==> config.mk <==
export PLATFORM = sky130hd
export DESIGN_NAME = bir_ctrl
export DESIGN_NICKNAME = d
export VERILOG_FILES = /design/src/sv/bir_pkg.sv /design/src/sv/bir_ctrl.sv
export SDC_FILE = /design/constraint.sdc
export NUM_CORES = 1
export LEC_CHECK = 0
export BUFFER_PORTS_ARGS = -buffer_cell sky130_fd_sc_hd__buf_2
export CAP_MARGIN = 20
export CORE_AREA = 2 2 39 41
export CTS_BUF_LIST = sky130_fd_sc_hd__clkbuf_16
export DETAILED_ROUTE_END_ITERATION = 8
export DIE_AREA = 0 0 41 43
export PLACE_DENSITY = 0.52
export SLEW_MARGIN = 10
export SYNTH_ARGS = -nofsm -noshare
export SYNTH_HDL_FRONTEND = slang
export SYNTH_SLANG_ARGS = --single-unit
==> constraint.sdc <==
create_clock -name i_clk -period 3.35 [get_ports i_clk]
set_input_delay 0.335 -clock i_clk [delete_from_list [all_inputs] [get_ports i_clk]]
set_output_delay 0.335 -clock i_clk [all_outputs]
set_load 0.005 [all_outputs]
==> src/sv/bir_pkg.sv <==
// Shared constants, payload types and controller/datapath interface types.
package bir_pkg;

    // Frame store geometry
    localparam int MAX_WIDTH  = 512;
    localparam int MAX_HEIGHT = 512;
    localparam int COL_W      = $clog2(MAX_WIDTH);
    localparam int ROW_W      = $clog2(MAX_HEIGHT);
    localparam int DEPTH      = MAX_WIDTH * MAX_HEIGHT;
    localparam int ADDR_W     = $clog2(DEPTH);

    // Field and register widths
    localparam int COORD_W = 9;
    localparam int PIX_W   = 8;
    localparam int DIM_W   = 10;
    localparam int SCALE_W = 26;
    localparam int CFG_W   = 26;
    localparam int IDX_W   = 3;
    localparam int POS_W   = COORD_W + SCALE_W;
    localparam int FRAC_W  = 8;
    localparam int WGT_W   = 2 * FRAC_W + 1;
    localparam int PROD_W  = WGT_W + PIX_W;
    localparam int ACC_W   = PROD_W;

    // Operation codes
    localparam logic OP_WRITE   = 1'b0;
    localparam logic OP_REQUEST = 1'b1;

    // Configuration register indexes
    localparam logic [IDX_W-1:0] CFG_SRC_W   = 3'd0;
    localparam logic [IDX_W-1:0] CFG_SRC_H   = 3'd1;
    localparam logic [IDX_W-1:0] CFG_OUT_W   = 3'd2;
    localparam logic [IDX_W-1:0] CFG_OUT_H   = 3'd3;
    localparam logic [IDX_W-1:0] CFG_SCALE_X = 3'd4;
    localparam logic [IDX_W-1:0] CFG_SCALE_Y = 3'd5;

    // Register reset values
    localparam logic [DIM_W-1:0]   RST_DIM   = 10'd512;
    localparam logic [SCALE_W-1:0] RST_SCALE = 26'd65536;

    typedef struct packed {
        logic               op;
        logic [COORD_W-1:0] column;
        logic [COORD_W-1:0] row;
        logic [PIX_W-1:0]   pixel_in;
    } t_in_item;

    typedef struct packed {
        logic [PIX_W-1:0] pixel_out;
        logic             out_of_range;
    } t_out_item;

    // Controller to datapath commands
    typedef struct packed {
        logic       load;      // capture the incoming transaction
        logic       wr;        // write captured pixel to the frame store
        logic       req;       // form source positions, latch range flag
        logic       idx;       // form neighbour indexes and weights
        logic       rd;        // read one neighbour
        logic [1:0] rd_sel;    // which neighbour
        logic       res_load;  // load the result register
    } t_cmd;

    // Datapath to controller status
    typedef struct packed {
        logic is_req;
        logic oor;
    } t_sts;

endpackage

==> src/sv/bir_ctrl.sv <==
// Sequencing state machine and output valid for the bilinear resizer.
module bir_ctrl (
    input  logic          i_clk,
    input  logic          i_rst_n,
    input  logic          i_in_valid,
    output logic          o_in_stall,
    output logic          o_out_valid,
    input  logic          i_out_stall,
    input  bir_pkg::t_sts i_sts,
    output bir_pkg::t_cmd o_cmd
);
    import bir_pkg::*;

    typedef enum logic [3:0] {
        S_IDLE,
        S_DECODE,
        S_INDEX,
        S_RD0,
        S_RD1,
        S_RD2,
        S_RD3,
        S_DR0,
        S_DR1,
        S_RESULT
    } t_state;

    t_state r_state, n_state;
    logic   r_out_valid;
    logic   w_out_free;

    // Output register can take a result this cycle
    assign w_out_free = !r_out_valid || !i_out_stall;

    // Next state
    always_comb begin
        n_state = r_state;
        case (r_state)
            S_IDLE:   if (i_in_valid) n_state = S_DECODE;
            S_DECODE: begin
                if (!i_sts.is_req)  n_state = S_IDLE;
                else if (i_sts.oor) n_state = S_RESULT;
                else                n_state = S_INDEX;
            end
            S_INDEX:  n_state = S_RD0;
            S_RD0:    n_state = S_RD1;
            S_RD1:    n_state = S_RD2;
            S_RD2:    n_state = S_RD3;
            S_RD3:    n_state = S_DR0;
            S_DR0:    n_state = S_DR1;
            S_DR1:    n_state = S_RESULT;
            S_RESULT: if (w_out_free) n_state = S_IDLE;
            default:  n_state = S_IDLE;
        endcase
    end

    // Command decode
    always_comb begin
        o_cmd          = '0;
        o_cmd.load     = (r_state == S_IDLE) && i_in_valid;
        o_cmd.wr       = (r_state == S_DECODE) && !i_sts.is_req;
        o_cmd.req      = (r_state == S_DECODE) && i_sts.is_req;
        o_cmd.idx      = (r_state == S_INDEX);
        o_cmd.res_load = (r_state == S_RESULT) && w_out_free;
        case (r_state)
            S_RD0:   begin o_cmd.rd = 1'b1; o_cmd.rd_sel = 2'd0; end
            S_RD1:   begin o_cmd.rd = 1'b1; o_cmd.rd_sel = 2'd1; end
            S_RD2:   begin o_cmd.rd = 1'b1; o_cmd.rd_sel = 2'd2; end
            S_RD3:   begin o_cmd.rd = 1'b1; o_cmd.rd_sel = 2'd3; end
            default: begin o_cmd.rd = 1'b0; o_cmd.rd_sel = 2'd0; end
        endcase
    end

    // State and output valid
    always_ff @(posedge i_clk) begin
        if (!i_rst_n) begin
            r_state     <= S_IDLE;
            r_out_valid <= 1'b0;
        end else begin
            r_state <= n_state;
            if (o_cmd.res_load)  r_out_valid <= 1'b1;
            else if (!i_out_stall) r_out_valid <= 1'b0;
        end
    end

    assign o_in_stall  = (r_state != S_IDLE);
    assign o_out_valid = r_out_valid;

endmodule

==> qor.yml, run 1 <==
global_routing:
  first_global_vias: 314
  remaining_global_route_overflow: 0
  gr-usage-all-layers_pct: 12.1
  antenna_found_initial: 0
  pin_count_of_the_biggest_net_entering_global_routing: 11
  grt_first_pass_wirelength_mm: 1.36
setup_path:
  worst_r2r_path_depth: 4
  data_required_time_at_the_worst_endpoint_ns: 3.01
  crit_start: "r_state[0]"
  worst_path_top_cell_family_by_delay: "flip-flops"
  setup.reg_to_reg.worst_slack_ns: 1.96
  r2r-start: "r_state[2]"
  cp-start-kind: "flop"
  cp_max_fo: 10
  crit_cells: 4
  timing.critical_path.slowest_stage_cell: "sky130_fd_sc_hd__dfxtp_1"
  worst_path_max_stage_delay_ns: 0.56
  crit_arrival_ns: 1.30
  critPathCaptureType: "primary output"
  worstPathCellList: "nand2_1 > xor2_1 > nor2_1 > buf_2"
  critPathKind: "flop to primary output"
  timing.critical_path.buf_inv: 1
clock_tree:
  clock_tree_from_tritoncts: "yes"
  cts-root-to-sink-buffers: 2
  clkSlewWorstSetupHoldPaths_ns: 0.03
  ctsRootBufferMaster: "sky130_fd_sc_hd__clkbuf_16"
  postCtsResizedCells: 0
  postCtsHoldBufs: 0
  htree_levels: 1
  clock_sinks: 5
  worst_skew_pair.late_latency_ns: 0.23
  total_clock_buffers_created_by_cts: 3
  postCtsSetupRepairBufs: 0
placed_design:
  placedInstanceArea_um2: 428
  dp_hpwl_um: 617
  portBuffers: 15
  gp_congestion: 0.740
layout:
  final_net_count: 67
  insertedDiodeCount: 0
  drive_above_1_share_pct: 38.3
  syn2layout_area_growth_pct: 40.6
  final_design_area_no_fill_um2: 507
synthesis:
  synth_warnings: 0
  synth.net_count: 50
  synthesis.area_um2: 360
  syn-mean-instance-area_um2: 8.19
  seq_area_frac_synth_pct: 27.8
  share_of_the_synthesized_area_in_the_top_cell_type_pct: 27.8
  flip_flop_and_latch_count_after_synthesis: 5
  synth_area_leader_cell: "sky130_fd_sc_hd__dfxtp_1"
  synth.lib_cells_used.distinct: 24
  postSynthCellCount: 44
  yosys-top-cells-area: "sky130_fd_sc_hd__dfxtp_1 28%, sky130_fd_sc_hd__nor2_1 8.3%, sky130_fd_sc_hd__buf_6 6.3%"
sta:
  finalSetupViolCount: 0
  rsz_0062_raised_after_global_routing: "false"
  layout_worst_path_cycle_share_pct: 48.9
  setup_tns_ns: 0
  timing.fmax_ghz: 0.610
  worst_pin_slew_ns: 0.412
  finClkSkew_ns: 0.00331
  final.hold.worst_slack_ns: 0.386
  layout_min_cycle_time_ns: 1.64
  final_max_tran_viols: 0
  slew-limit-headroom_pct: 72.5
  finalHoldViolations: 0
status:
  outcome: "completed"
drt:
  remaining_drc_errors: 0
  first_iter_violations: 4
  via_per_inst: 4.67
  first_pass_iters: 2
  via_count: 355
  postRouteAntennaNets: 0
  wire_per_inst_um: 11.0
  wl_um: 836
min_path:
  hold_path.class: "input port to flop"
  hold-path-cell-count: 2
  min-delay-start: "i_rst_n"
die:
  die_w_um: 41
  die_h_um: 43
  area_of_the_placeable_core_um2: 1380
  area_of_the_die_um2: 1760
  pin_count: 16
  initial_core_utilization_pct: 26.0
  num_rows: 14
power:
  maximum_vdd_drop_uv: 181
  powerDensity_nw_per_um2: 600
  static_leakage_uw: 0.000235
flow_run:
  cap_violations: 0
-- metrics by stage --
step | cells | power (µW) | util, % | worst slack [ns]
after floorplan | 44 | 100 | - | 2.09
after global placement | 72 | 111 | 30.9 | 1.96
after detailed placement | 72 | 112 | 30.9 | 1.95
after CTS | 76 | 308 | 36.6 | 1.71
after global routing | 76 | 320 | 36.6 | 1.59
final | 76 | 304 | 36.6 | 1.71
-- state kept, by name (all words and copies together), names as in the netlist --
| register | flops |
|---|---|
| o_out_valid | 1 |
| r_state | 4 |
-- area by class of cell --
cell class | count | area [µm²]
tap | 16 | 20.0
clock inverter | 1 | 3.75
fill | 155 | 877
multi-input combinational | 36 | 233
timing repair buffer | 15 | 75.1
clock buffer | 3 | 75.1
sequential | 5 | 100
-- power breakdown --
| group | total (µW) | internal, µW | switching (µW) | leakage (µW) |
|---|---|---|---|---|
| Clock | 194 | 155 | 39.3 | 0.0000423 |
| Sequential | 71.8 | 63.1 | 8.66 | 0.0000407 |
| Combinational | 38.5 | 21.6 | 16.9 | 0.000152 |
-- path summary, 6_finish.rpt --
kind	endpoint
setup / recovery	o_cmd[3]
hold reg to reg	o_out_valid
hold / removal	r_state[0]
setup reg to reg	r_state[1]
-- cell usage in the layout (no fill, tap or decap), types with 2 or more instances in the layout --
cell                         n
sky130_fd_sc_hd__and3_1      2
sky130_fd_sc_hd__nand2_1     6
sky130_fd_sc_hd__o21ai_0     2
sky130_fd_sc_hd__nor2_1      8
sky130_fd_sc_hd__buf_2      15
sky130_fd_sc_hd__clkbuf_16   3
sky130_fd_sc_hd__a21oi_1     2
sky130_fd_sc_hd__dfxtp_1     5
-- synthesized netlist by cell type --
master / n
sky130_fd_sc_hd__and2b_2: 1
sky130_fd_sc_hd__a21oi_1: 2
sky130_fd_sc_hd__o31a_1: 1
sky130_fd_sc_hd__nor4b_1: 1
sky130_fd_sc_hd__o21a_1: 1
sky130_fd_sc_hd__nor3_2: 1
sky130_fd_sc_hd__and3_1: 2
sky130_fd_sc_hd__or2b_1: 1
sky130_fd_sc_hd__or3_4: 1
sky130_fd_sc_hd__xor2_1: 1
sky130_fd_sc_hd__o21ai_0: 2
sky130_fd_sc_hd__nor2b_1: 1
sky130_fd_sc_hd__buf_2: 1
sky130_fd_sc_hd__nor2_1: 8
sky130_fd_sc_hd__nand4b_1: 1
sky130_fd_sc_hd__nand3b_1: 1
sky130_fd_sc_hd__dfxtp_1: 5
sky130_fd_sc_hd__buf_6: 2
sky130_fd_sc_hd__nand4bb_2: 1
sky130_fd_sc_hd__a221oi_2: 1
sky130_fd_sc_hd__and2_1: 1
sky130_fd_sc_hd__xnor2_1: 1
sky130_fd_sc_hd__nand2_1: 6
sky130_fd_sc_hd__a21boi_0: 1
-- kinds of logic after synthesis --
| kind of cell | after synthesis | share of synthesized area (%) |
|---|---|---|
| AOI/OAI and AO/OA | 8 | 16.3 |
| and+or+nand+nor | 26 | 43.4 |
| xor gates and xnor gates | 2 | 4.86 |
| DFF | 5 | 27.8 |
| buffers and inverters | 3 | 7.64 |
-- per-layer routing --
metal | up-vias | routed length, µm | track usage [%]
met4 | 0 | 19 | 12.0
met2 | 12 | 393 | 15.9
li1 | 183 | - | -
met5 | - | 0 | 0
met1 | 158 | 373 | 13.8
met3 | 2 | 50 | 4.71
(Power assumes the default switching activity.)
==> run 2: changes to the inputs <==
--- a/config.mk
+++ b/config.mk
@@ -11,7 +11,7 @@
 export CTS_BUF_LIST = sky130_fd_sc_hd__clkbuf_16
 export DETAILED_ROUTE_END_ITERATION = 8
 export DIE_AREA = 0 0 41 43
-export PLACE_DENSITY = 0.52
+export PLACE_DENSITY = 0.54
 export SLEW_MARGIN = 10
 export SYNTH_ARGS = -nofsm -noshare
 export SYNTH_HDL_FRONTEND = slang
==> constraint.sdc (replaced) <==
create_clock -name i_clk -period 1.5 [get_ports i_clk]
set_input_delay 0.15 -clock i_clk [delete_from_list [all_inputs] [get_ports i_clk]]
set_output_delay 0.15 -clock i_clk [all_outputs]
set_load 0.005 [all_outputs]
==> run 2 against run 1 <==
  * Sequential share of layout area decreased by 0.093 points
  * Hold slack got worse by 0.20 ns
  * Register-to-register slack worse by 1.8 ns
  * Critical path type unchanged
==> qor.yml, run 2 (synthesis results as in run 1) <==
setup_path:
  worstSetupEndpoint: "o_cmd[5]"
  timing.critical_path.slowest_stage_cell: "sky130_fd_sc_hd__dfxtp_1"
  cp-start-kind: "flop"
  worst_path_top_cell_family_by_delay: "flip-flops"
  worst_r2r_path_depth: 4
  worstPathCellList: "and2b_2 > and3_1 > buf_2"
  setup.reg_to_reg.worst_slack_ns: 0.14
  timing.critical_path.buf_inv: 1
  data_required_time_at_the_worst_endpoint_ns: 1.35
  worst_path_max_stage_delay_ns: 0.47
  critPathKind: "flop to primary output"
  crit_start: "r_state[2]"
  crit_cells: 3
  r2r_end: "r_state[1]"
  r2r-start: "r_state[2]"
  critPathCaptureType: "primary output"
  cp_max_fo: 10
  crit_arrival_ns: 1.25
power:
  share_of_total_power_consumed_by_net_switching_pct: 21.7
  powerDensity_nw_per_um2: 1330
  maximum_vdd_drop_uv: 674
  static_leakage_uw: 0.000241
  comb_power_share_pct: 13.3
  seq_power_share_pct: 22.9
  p_sw_uw: 149
  clock_power_share_pct: 63.8
  power_report.internal_total_uw: 538
layout:
  insertedDiodeCount: 0
  drive_above_1_share_pct: 41.0
  final_util_pct: 37.3
  most_common_cell_after_layout_fill_and_taps_aside: "sky130_fd_sc_hd__buf_2"
  syn2layout_area_growth_pct: 43.1
  final_net_count: 68
  fill_cells: 150
  number_of_flip_flops_under_the_largest_register_name: 4
  layout.cells.most_common_list: "15 x sky130_fd_sc_hd__buf_2, 8 x sky130_fd_sc_hd__nor2_1, 6 x sky130_fd_sc_hd__nand2_1"
  multi_input_area_um2: 233
  layout.area.seq_um2: 101
  registers.top_by_ff_count: "r_state"
clock_tree:
  htree_levels: 1
  ctsRootBufferMaster: "sky130_fd_sc_hd__clkbuf_16"
  postCtsHoldBufs: 0
  clock_sinks: 5
  cts-root-to-sink-buffers: 2
  clock_tree_from_tritoncts: "yes"
  postCtsSetupRepairBufs: 0
  total_clock_buffers_created_by_cts: 3
  clkSlewWorstSetupHoldPaths_ns: 0.03
  worst_skew_pair.late_latency_ns: 0.23
die:
  pin_count: 16
  area_of_the_placeable_core_um2: 1380
  num_rows: 14
  die_w_um: 41
  die_h_um: 43
  area_of_the_die_um2: 1760
  initial_core_utilization_pct: 26.0
global_routing:
  grt_first_pass_wirelength_mm: 1.21
  antenna_found_initial: 0
  pin_count_of_the_biggest_net_entering_global_routing: 11
  first_global_vias: 276
  remaining_global_route_overflow: 0
  gr-usage-all-layers_pct: 11.1
drt:
  via_count: 353
  via_per_inst: 4.58
  wire_per_inst_um: 10.1
  remaining_drc_errors: 0
  first_pass_iters: 2
  postRouteAntennaNets: 0
  wl_um: 775
  first_iter_violations: 1
min_path:
  hold-path-cell-count: 2
  hold_path.class: "input port to flop"
sta:
  rsz_0062_raised_after_global_routing: "false"
  timing.fmax_ghz: 0.714
  layout_min_cycle_time_ns: 1.40
  slew-limit-headroom_pct: 76.3
  setup_tns_ns: 0
  finClkSkew_ns: 0.00295
  finalSetupViolCount: 0
  layout_worst_path_cycle_share_pct: 93.4
  finalHoldViolations: 0
  worst_pin_slew_ns: 0.351
  final_max_tran_viols: 0
status:
  outcome: "completed"
placed_design:
  gp_congestion: 0.709
  portBuffers: 15
flow_run:
  cap_violations: 0
## run 2: per-stage QoR
stage | worst slack [ns] | hold slack (ns) | power [µW] | instance area (µm²) | instances
after floorplan | 0.241 | 0.268 | 223 | 360 | 44
after global placement | 0.161 | 0.431 | 250 | 435 | 73
after detailed placement | 0.136 | 0.427 | 250 | 435 | 73
after CTS | 0.0633 | 0.194 | 694 | 514 | 77
after global routing | 0.00658 | 0.209 | 715 | 515 | 77
final | 0.0986 | 0.188 | 687 | 515 | 77
## run 2: final cells by class
| type | count | share of cell area (%) |
|---|---|---|
| clock buffer | 3 | 14.6 |
| tap | 16 | 3.88 |
| timing repair buffer | 16 | 16.0 |
| sequential | 5 | 19.7 |
| clock inverter | 1 | 0.728 |
| multi-input combinational | 36 | 45.1 |
## run 2: what timing repair did
item / 4_1_cts / 5_1_grt
hold endpoints to repair: 0 / 0
gates resized for setup: 0 / 1
endpoints found under the setup margin: 0 / 1
## run 2: worst min-delay path by stage
stage	start	endpoint	slack [ns]
CTS	i_rst_n	r_state[1]	0.19
global route	i_rst_n	r_state[0]	0.21
floorplan	i_rst_n	r_state[0]	0.27
detailed placement	i_rst_n	r_state[0]	0.43
finish	i_rst_n	r_state[0]	0.19
global placement	i_rst_n	r_state[1]	0.43
## run 2: per-layer routing
layer / share of wire [%] / track usage, %
met5: 0 / 0
met1: 47 / 15.5
met2: 41 / 10.9
met4: 1.9 / 8.00
met3: 9.3 / 7.85
## run 2: worst register-to-register path, cell delays in order (launching register included)
cell and delay, ns:
sky130_fd_sc_hd__dfxtp_1 0.47, sky130_fd_sc_hd__and2b_2 0.26, sky130_fd_sc_hd__and3_1 0.17, sky130_fd_sc_hd__nor2b_1 0.13, sky130_fd_sc_hd__o31a_1 0.22
## run 2: power by group through the flow
stage	combinational, µW	clock [µW]	sequential [µW]
global route	103	453	159
finish	91.5	438	157
global placement	92.1	0	158
CTS	92.8	445	156
floorplan	76.6	0	147
detailed placement	92.0	0	158
==> run 3: changes to the inputs <==
==> constraint.sdc (replaced) <==
create_clock -name i_clk -period 1.5 [get_ports i_clk]
set_input_delay 0.3 -clock i_clk [delete_from_list [all_inputs] [get_ports i_clk]]
set_output_delay 0.3 -clock i_clk [all_outputs]
set_load 0.005 [all_outputs]
==> run 3 against run 2 <==
  * Routed wire length rose by 1.4%
  * Largest cell class unchanged
  * Flip-flop and latch count did not move
  * Core utilization rose by 0.72 points
  * Combinational power fell by 4.4%
  * Clock power barely moved
==> qor.yml, run 3 (synthesis results as in run 1) <==
status:
  outcome: "completed"
setup_path:
  setup.reg_to_reg.worst_slack_ns: 0.25
  critPathKind: "flop to primary output"
  worstPathCellList: "and2b_2 > and3_1 > buf_2"
  r2r-start: "r_state[2]"
  cp-start-kind: "flop"
  data_required_time_at_the_worst_endpoint_ns: 1.20
  worst_path_max_stage_delay_ns: 0.39
  critPathCaptureType: "primary output"
  r2r_end: "r_state[1]"
  timing.critical_path.slowest_stage_cell: "sky130_fd_sc_hd__dfxtp_4"
  crit_arrival_ns: 1.14
  worst_r2r_path_depth: 4
  cp_max_fo: 10
clock_tree:
  htree_levels: 1
  worst_skew_pair.late_latency_ns: 0.23
  postCtsSetupRepairBufs: 0
  cts-root-to-sink-buffers: 2
  clock_tree_from_tritoncts: "yes"
  ctsRootBufferMaster: "sky130_fd_sc_hd__clkbuf_16"
  clkSlewWorstSetupHoldPaths_ns: 0.03
  clock_sinks: 5
  total_clock_buffers_created_by_cts: 3
global_routing:
  grt_first_pass_wirelength_mm: 1.27
  pin_count_of_the_biggest_net_entering_global_routing: 11
  gr-usage-all-layers_pct: 11.4
  antenna_found_initial: 0
  remaining_global_route_overflow: 0
  first_global_vias: 285
sta:
  setup_tns_ns: 0
  finalHoldViolations: 0
  worst_pin_slew_ns: 0.258
  finClkSkew_ns: 0.00197
  layout_worst_path_cycle_share_pct: 95.8
  final.hold.worst_slack_ns: 0.341
  final_max_tran_viols: 0
  slew-limit-headroom_pct: 82.8
  layout_min_cycle_time_ns: 1.44
  timing.fmax_ghz: 0.696
  finalSetupViolCount: 0
  rsz_0062_raised_after_global_routing: "false"
placed_design:
  dp_hpwl_um: 556
  placedInstanceArea_um2: 428
  gp_congestion: 0.673
  portBuffers: 15
die:
  die_w_um: 41
  area_of_the_placeable_core_um2: 1380
  num_rows: 14
  die_h_um: 43
  initial_core_utilization_pct: 26.0
  area_of_the_die_um2: 1760
  pin_count: 16
power:
  share_of_total_power_consumed_by_net_switching_pct: 21.7
  p_sw_uw: 149
  clock_power_share_pct: 63.9
  maximum_vdd_drop_uv: 738
  powerDensity_nw_per_um2: 1300
  power_report.internal_total_uw: 537
  static_leakage_uw: 0.000240
  seq_power_share_pct: 23.4
  comb_power_share_pct: 12.8
  power_uw: 685
layout:
  final_design_area_no_fill_um2: 526
  most_common_cell_after_layout_fill_and_taps_aside: "sky130_fd_sc_hd__buf_2"
  drive_above_1_share_pct: 48.3
  syn2layout_area_growth_pct: 45.8
  number_of_flip_flops_under_the_largest_register_name: 4
  registers.top_by_ff_count: "r_state"
  layout.cells.most_common_list: "15 x sky130_fd_sc_hd__buf_2, 7 x sky130_fd_sc_hd__nor2_1, 6 x sky130_fd_sc_hd__nand2_1"
  fill_cells: 140
  final_util_pct: 38.0
  final_net_count: 67
  insertedDiodeCount: 0
drt:
  first_pass_iters: 2
  met2_length_um: 355
  route.top_layer_used: "met4"
  first_iter_violations: 2
  wire_per_inst_um: 10.3
  detailroute.wirelength.met3_um: 77
  postRouteAntennaNets: 0
  wl_um: 786
  via_count: 348
  wirelength_met1_um: 349
  remaining_drc_errors: 0
  via_per_inst: 4.58
min_path:
  min_to: "r_state[0]"
  min-delay-start: "i_rst_n"
  hold_path.class: "input port to flop"
  hold-path-cell-count: 2
flow_run:
  cap_violations: 0
## run 3: cell count changes in the layout (fill, tap and decap cells not counted)
cell                      change
sky130_fd_sc_hd__nor2_1       -1
sky130_fd_sc_hd__dfxtp_1      -3
sky130_fd_sc_hd__nor2_2       +1
sky130_fd_sc_hd__dfxtp_2      +1
sky130_fd_sc_hd__nor4b_1      -1
sky130_fd_sc_hd__buf_4        -1
sky130_fd_sc_hd__nor4b_2      +1
sky130_fd_sc_hd__dfxtp_4      +2
## run 3: cell type report
| type | instances | area, µm² | share of cell area, % |
|---|---|---|---|
| clock buffer | 3 | 75.1 | 14.3 |
| clock inverter | 1 | 3.75 | 0.714 |
| multi-input combinational | 36 | 241 | 46.0 |
| sequential | 5 | 110 | 21.0 |
| tap | 16 | 20.0 | 3.81 |
| timing repair buffer | 15 | 75.1 | 14.3 |
## run 3: worst max-delay path by stage
| stage | end | slack (ns) | startpoint | cells after the start |
|---|---|---|---|---|
| after global routing | o_cmd[5] | 0.01 | r_state[2] | 3 |
| after global placement | r_state[1] | 0.13 | r_state[3] | 4 |
| after CTS | o_cmd[4] | -0.06 | r_state[1] | 2 |
| after floorplan | r_state[1] | 0.24 | r_state[2] | 5 |
| final | o_cmd[5] | 0.06 | r_state[2] | 3 |
| after detailed placement | r_state[1] | 0.14 | r_state[2] | 4 |
## run 3: repair_timing
action                     in CTS  in global routing
resized for setup               2                  6
setup endpoints to repair       7                  8
hold buffers                    0                  0
## run 3: metal layers
metal  vias up  track usage, %
li1        183               -
met1       152            14.2
met2        11            12.8
met3         2            9.95
met4         0            6.00
met5         -               0
## run 3: critical path: cells and delay by family, from the launching register on
kind | cells | cell delay (ns)
and+or+nand+nor | 2 | 0.40
DFF | 1 | 0.39
buffers and inverters | 1 | 0.12
## run 3: through the flow
| step | setup WS [ns] | cells |
|---|---|---|
| floorplan | 0.241 | 44 |
| detailed placement | 0.139 | 72 |
| finish | 0.0630 | 76 |
| global placement | 0.133 | 72 |
| CTS | -0.0560 | 76 |
| global route | 0.0135 | 76 |
## run 3: power groups by stage
stage          clock network (µW)  registers [µW]  logic, µW
2_1_floorplan                   0             147       76.6
4_1_cts                       444             160       87.4
3_5_place_dp                    0             161       86.8
6_report                      438             160       87.5
3_3_place_gp                    0             161       87.1
5_1_grt                       461             163        100
